<file path="config.mk">
export PLATFORM = sky130hd
export DESIGN_NAME = mbet_div_cell
export DESIGN_NICKNAME = d
export VERILOG_FILES = /design/src/sv/mbet_pkg.sv /design/src/sv/mbet_div_cell.sv
export SDC_FILE = /design/constraint.sdc
export NUM_CORES = 1
export LEC_CHECK = 0
export ABC_AREA = 1
export BUFFER_PORTS_ARGS = -buffer_cell sky130_fd_sc_hd__buf_2
export CORE_MARGIN = 2
export CORE_UTILIZATION = 40
export CTS_BUF_LIST = sky130_fd_sc_hd__clkbuf_4
export CTS_CLUSTER_SIZE = 12
export DETAILED_ROUTE_END_ITERATION = 10
export GPL_TIMING_DRIVEN = 0
export PLACE_DENSITY = 0.78
export SETUP_SLACK_MARGIN = 0.4
export SLEW_MARGIN = 20
export SYNTH_ARGS = -nofsm -noshare
export SYNTH_HDL_FRONTEND = slang
export SYNTH_SLANG_ARGS = --single-unit
export TNS_END_PERCENT = 10
</file>
<file path="constraint.sdc">
create_clock -name clk -period 1.56 [get_ports clk]
set_input_delay 0.234 -clock clk [delete_from_list [all_inputs] [get_ports clk]]
set_output_delay 0.234 -clock clk [all_outputs]
set_load 0.01 [all_outputs]
</file>
<file path="src/sv/mbet_pkg.sv">
package mbet_pkg;

  // Field widths of the ports.
  localparam int unsigned DIM_CFG_W   = 13;
  localparam int unsigned POWER_CFG_W = 4;
  localparam int unsigned ITER_CFG_W  = 11;
  localparam int unsigned PIXEL_W     = 12;
  localparam int unsigned CFG_DATA_W  = 13;
  localparam int unsigned CFG_IDX_W   = 2;

  // Configuration register indexes.
  typedef enum logic [CFG_IDX_W-1:0] {
    CFG_IMAGE_WIDTH    = 2'd0,
    CFG_IMAGE_HEIGHT   = 2'd1,
    CFG_POWER          = 2'd2,
    CFG_MAX_ITERATIONS = 2'd3
  } cfg_idx_t;

  // Identifies which scale a request in the divider row belongs to.
  typedef enum logic {
    DIV_TAG_X = 1'b0,
    DIV_TAG_Y = 1'b1
  } div_tag_t;

endpackage

</file>
<file path="src/sv/mbet_div_cell.sv">
module mbet_div_cell #(
  parameter int unsigned DW = 13,
  parameter int unsigned NW = 31
) (
  input  logic                   clk,
  input  logic                   rst_n,
  input  logic                   valid_in,
  input  mbet_pkg::div_tag_t     tag_in,
  input  logic [DW-1:0]          div_in,
  input  logic [DW-1:0]          rem_in,
  input  logic [NW-1:0]          num_in,
  input  logic [NW-1:0]          quo_in,
  output logic                   valid_out,
  output mbet_pkg::div_tag_t     tag_out,
  output logic [DW-1:0]          div_out,
  output logic [DW-1:0]          rem_out,
  output logic [NW-1:0]          num_out,
  output logic [NW-1:0]          quo_out
);
  import mbet_pkg::*;

  logic [DW:0]   trial;
  logic          fits;
  logic [DW:0]   diff;
  logic          valid_r;
  div_tag_t      tag_r;
  logic [DW-1:0] div_r;
  logic [DW-1:0] rem_r;
  logic [NW-1:0] num_r;
  logic [NW-1:0] quo_r;

  // One restoring step: bring down the next numerator bit and try to subtract.
  assign trial = {rem_in, num_in[NW-1]};
  assign fits  = (trial >= {1'b0, div_in});
  assign diff  = trial - {1'b0, div_in};

  always_ff @(posedge clk) begin
    if (!rst_n) begin
      valid_r <= 1'b0;
    end else begin
      valid_r <= valid_in;
    end
  end

  // Payload moves on to the next cell every cycle.
  always_ff @(posedge clk) begin
    tag_r <= tag_in;
    div_r <= div_in;
    rem_r <= fits ? diff[DW-1:0] : trial[DW-1:0];
    num_r <= {num_in[NW-2:0], 1'b0};
    quo_r <= {quo_in[NW-2:0], fits};
  end

  assign valid_out = valid_r;
  assign tag_out   = tag_r;
  assign div_out   = div_r;
  assign rem_out   = rem_r;
  assign num_out   = num_r;
  assign quo_out   = quo_r;

endmodule

</file>
# Yosys cells after proc, flatten, opt, wreduce, memory -nomap -nowiden
# Cells that the tools add are included.
# classes
addsub,1
magnitude_cmp,1
mux,1
# ops
operator,count
>= comparator 14 x 13 -> 1 bit,1
two-way mux 13 bit,1
subtractor 13 bit,1
# word_totals
ff_bits,89
in_bits,92
out_inout_bits,90
elab_cells,9

# Depth between registers and ports, before layout
# logic_depth
word_depth,2
mapped_depth,12
mapped_depth_nobuf,11

# Least setup slack after synthesis
# Ideal clock, no wire load.
# synth_path
path_type,input to register
start,input num_in[30]
end,register rem_r[1] (netlist: rem_out[1])
setup_ns,0.115
t_arrival_ns,1.477
required_time_ns,1.445
path_slack_ns,-0.032
stages,10
path_buffers,1
path_cell_list,inv_1 > ha_1 > fa_1 > inv_1 > nand2_1 > nand3_2 > nand2_4 > nand3_4 > buf_8 > o21ai_2
# synth_via
elab_chain_len,2
word_cells_on_any_way,3
classes_between,add/sub: 1; order compare: 1; mux: 1
# synth_rtl
item,line,source
start: declaration,mbet_div_cell.sv:11,"input logic [NW-1:0] num_in,"
subtractor 13 bit / >= comparator 14 x 13 -> 1 bit (equally long branches),"mbet_div_cell.sv:35, mbet_div_cell.sv:34",
two-way mux 13 bit (*),mbet_div_cell.sv:49,rem_r <= fits ? diff[DW-1:0] : trial[DW-1:0];
end signal: assignment,mbet_div_cell.sv:49,
end: declaration,mbet_div_cell.sv:28,logic [DW-1:0] rem_r;
# Mark *: on every way between the ends. The rest lies on a longest branch, timed or not.
# A chain may end at the register's enable or synchronous reset.

# Worst setup path in the final report
# layout_path
start,input num_in[30]
end,register rem_r[9] (netlist: rem_out[9])
# The elaborated chain is that of the path after synthesis.

==> flow_metrics.tcl <==
set metrics [dict create \
    post-synth-top-count-cell "sky130_fd_sc_hd__dfxtp_1" \
    number_of_global_route_vias_before_repair 3213 \
    critPathRequiredTime_ns 1.94 \
    coreArea_mm2 0.00725 \
    finish.cell_count_without_fillers 697 \
    grt_start_max_net_pins 17 \
    routed.top_layer "met4" \
    synth_largest_area_cell "sky130_fd_sc_hd__dfxtp_1" \
    crit_fanout 5 \
    route.vias.total 3170 \
    clk_pin_slew_ns 0.14 \
    final_cell_area_mm2 0.00546 \
    timing.hold.worst.class "in -> reg" \
    holdPathStages 3 \
    grt_setup_unrepaired "yes" \
    post_synth_inst_count 305 \
    synth_largest_type_area_fraction_pct 59.5 \
    finish.utilization_pct 75.3 \
    static-leakage-power_nw 2.85 \
    avgSynthCellArea_um2 9.81 \
    tritoncts "done" \
    synth-seq-area-share_pct 59.5 \
    clock_path_buffers 2 \
    end_kind "flip-flop" \
    synth-edff-count 0 \
    synth_top_flop_cell "sky130_fd_sc_hd__dfxtp_1" \
    outcome "complete, no violations" \
    compound_gate_fraction_of_synth_area_pct 3.26 \
    report.final.slew_viol_count 0 \
    crit_arrival_ns 1.66 \
    boundaryPins 182 \
    cap_violations 0 \
    vias_per_cell 4.55 \
    synth.cells.most_frequent "sky130_fd_sc_hd__dfxtp_1, sky130_fd_sc_hd__nand2_1, sky130_fd_sc_hd__inv_1" \
    wl_per_cell_um 15.8 \
    dp_worst_setup_slack_ns -0.254 \
    detailroute.wirelength.met2_mm 5.80 \
    final_min_period_over_clock_period_pct 82.0 \
    areaGrowthSynthToFinish_pct 82.5 \
    drt_wl_total_mm 11.0 \
    initial_utilization_pct 41.3 \
    final_nets 698 \
    tritoncts_num_sinks 89 \
    clockRootBuffer "sky130_fd_sc_hd__clkbuf_4" \
    critPathKind "in -> reg" \
    dp.cells 583 \
    placement_rows 31 \
    nets_in_the_synthesized_netlist 411 \
    cts_buffers 9 \
    yosysWarnings 0 \
    drive_gt1_share_pct 50.1 \
    grt_usage_pct 25.5 \
    final.min_clock_period_ns 1.28 \
    place.gp.congestion 0.836 \
    synth_mux_area_share_pct 0 \
    met1Wirelength_mm 3.98 \
    syn-cell-area_mm2 0.00299 \
    dieHeight_um 90.5 \
    drc 0 \
    setup.worst_path.start_class "primary input" \
    port_buffers 179 \
    floorplan.die.width_um 90.5 \
    drt_first_pass_iters 4 \
    post_synthesis_share_of_cell_area_spent_on_xor_and_xnor_gates_pct 1.76 \
    first_iter_violations 113 \
    netlist_top_cells_area "sky130_fd_sc_hd__dfxtp_1, sky130_fd_sc_hd__nand2_1, sky130_fd_sc_hd__inv_1" \
    postRouteAntennaNets 0 \
    globalRoute.totalOverflow 0 \
    grt_first_pass_wirelength_mm 16.3 \
    power_density_cells_mw_per_mm2 932 \
    adder_and_majority_gate_portion_of_the_synthesized_area_pct 6.10 \
    antenna_found_initial 0 \
    postSynthRegisterBits 89 \
    detailroute.wirelength.met3_um 754 \
    cts-htree-levels 3 \
    final.setup.worst_slack_ns 0.281 \
    power.ir.vdd_worst_mv 0.398 \
    synth_top_family_by_area "simple AND/OR/NAND/NOR gates" \
    final_setup_violation_count 0 \
    placed_area_mm2 0.00413 \
    maximum_clock_frequency_ghz 0.782 \
    dp.final_hpwl_mm 6.20 \
    fraction_of_registers_with_async_set_reset_pct 0 \
    floorplan.die_area_mm2 0.00819 \
    post_synth_and_or_nand_nor_area_fraction_pct 20.4 \
    hold_viol_final 0 \
    synth_cell_types 25 \
]
## layout make-up
cell class	instances	area, um^2
inverter	58	233
multi-input combinational	154	1190
sequential	89	1780
buffer	4	58.8
clock buffer	9	67.6
clock inverter	7	78.8
timing repair buffer	276	1920
tap	99	124
fill	444	1790
antenna	1	2.50
## per-layer routing
| metal | global-route usage, % | vias up |
|---|---|---|
| met5 | 0 | - |
| met4 | 12.3 | 0 |
| met3 | 9.18 | 38 |
| met2 | 46.6 | 160 |
| met1 | 25.5 | 1468 |
| li1 | - | 1504 |
## per-stage QoR
step / TNS (ns) / total power (W) / hold slack [ns]
6_report: 0 / 0.00509 / 0.0715
5_1_grt: 0 / 0.00532 / 0.0497
4_1_cts: 0 / 0.00493 / 0.0400
3_5_place_dp: -3.13 / 0.00343 / 0.338
3_3_place_gp: -3.03 / 0.00341 / 0.337
2_1_floorplan: 0 / 0.00305 / 0.262
## cells in the final DEF (no fill, tap or decap), types with 7 or more instances in the layout
master                          instances
sky130_fd_sc_hd__nand4_1               11
sky130_fd_sc_hd__o21ai_2                7
sky130_fd_sc_hd__inv_2                 14
sky130_fd_sc_hd__nor2_1                 7
sky130_fd_sc_hd__inv_1                 42
sky130_fd_sc_hd__buf_4                 17
sky130_fd_sc_hd__dfxtp_1               89
sky130_fd_sc_hd__nand2_1               50
sky130_fd_sc_hd__nand3_1               10
sky130_fd_sc_hd__buf_2                173
sky130_fd_sc_hd__dlygate4sd3_1         76
sky130_fd_sc_hd__clkbuf_4               9
sky130_fd_sc_hd__ha_4                  12
sky130_fd_sc_hd__nand2_2               21
sky130_fd_sc_hd__nand2_4                9
sky130_fd_sc_hd__buf_6                  7
## power breakdown
part	internal, W	switching [W]	leakage [nW]
clock network	0.000506	0.000820	0.0761
logic	0.000652	0.000622	2.02
registers	0.00244	0.0000460	0.751
## critical path, cell delays in order
cell and delay [ns]:
sky130_fd_sc_hd__buf_8 0.09, sky130_fd_sc_hd__inv_12 0.03, sky130_fd_sc_hd__ha_4 0.16, sky130_fd_sc_hd__fa_2 0.40
sky130_fd_sc_hd__inv_2 0.08, sky130_fd_sc_hd__nand2_2 0.05, sky130_fd_sc_hd__nand3_2 0.08, sky130_fd_sc_hd__nand2_4 0.07
sky130_fd_sc_hd__nand3_4 0.09, sky130_fd_sc_hd__buf_12 0.12, sky130_fd_sc_hd__clkbuf_16 0.14, sky130_fd_sc_hd__nand3_2 0.05
sky130_fd_sc_hd__nand2_1 0.05
## registers in the layout, summed over array words and instances (netlist names)
signal / flops
tag_out: 1
div_out: 13
num_out: 30
rem_out: 13
valid_out: 1
quo_out: 31
## timing repair
action,CTS,global route
buffers inserted,7,12
cloned,1,1
hold endpoints to repair,75,0
pin swaps,5,16
gates resized for setup,9,50
endpoints found under the setup margin,23,83
hold buffers,76,0
## path summary, 6_finish.rpt
kind              startpoint                  to  slack (ns)
setup / recovery  num_in[30]  rem_out[9]$_DFF_P_        0.28
hold / removal     rem_in[8]  rem_out[9]$_DFF_P_        0.07
## kinds of logic (layout without fill, tap and decap cells)
logic type	count (synthesis)	after routing
AOI/OAI and AO/OA	12	12
xor gates and xnor gates	6	6
adders and majority gates	14	14
buffers and inverters	62	354
DFF	89	89
other	1	2
and+or+nand+nor	121	121
(Power assumes the default switching activity.)
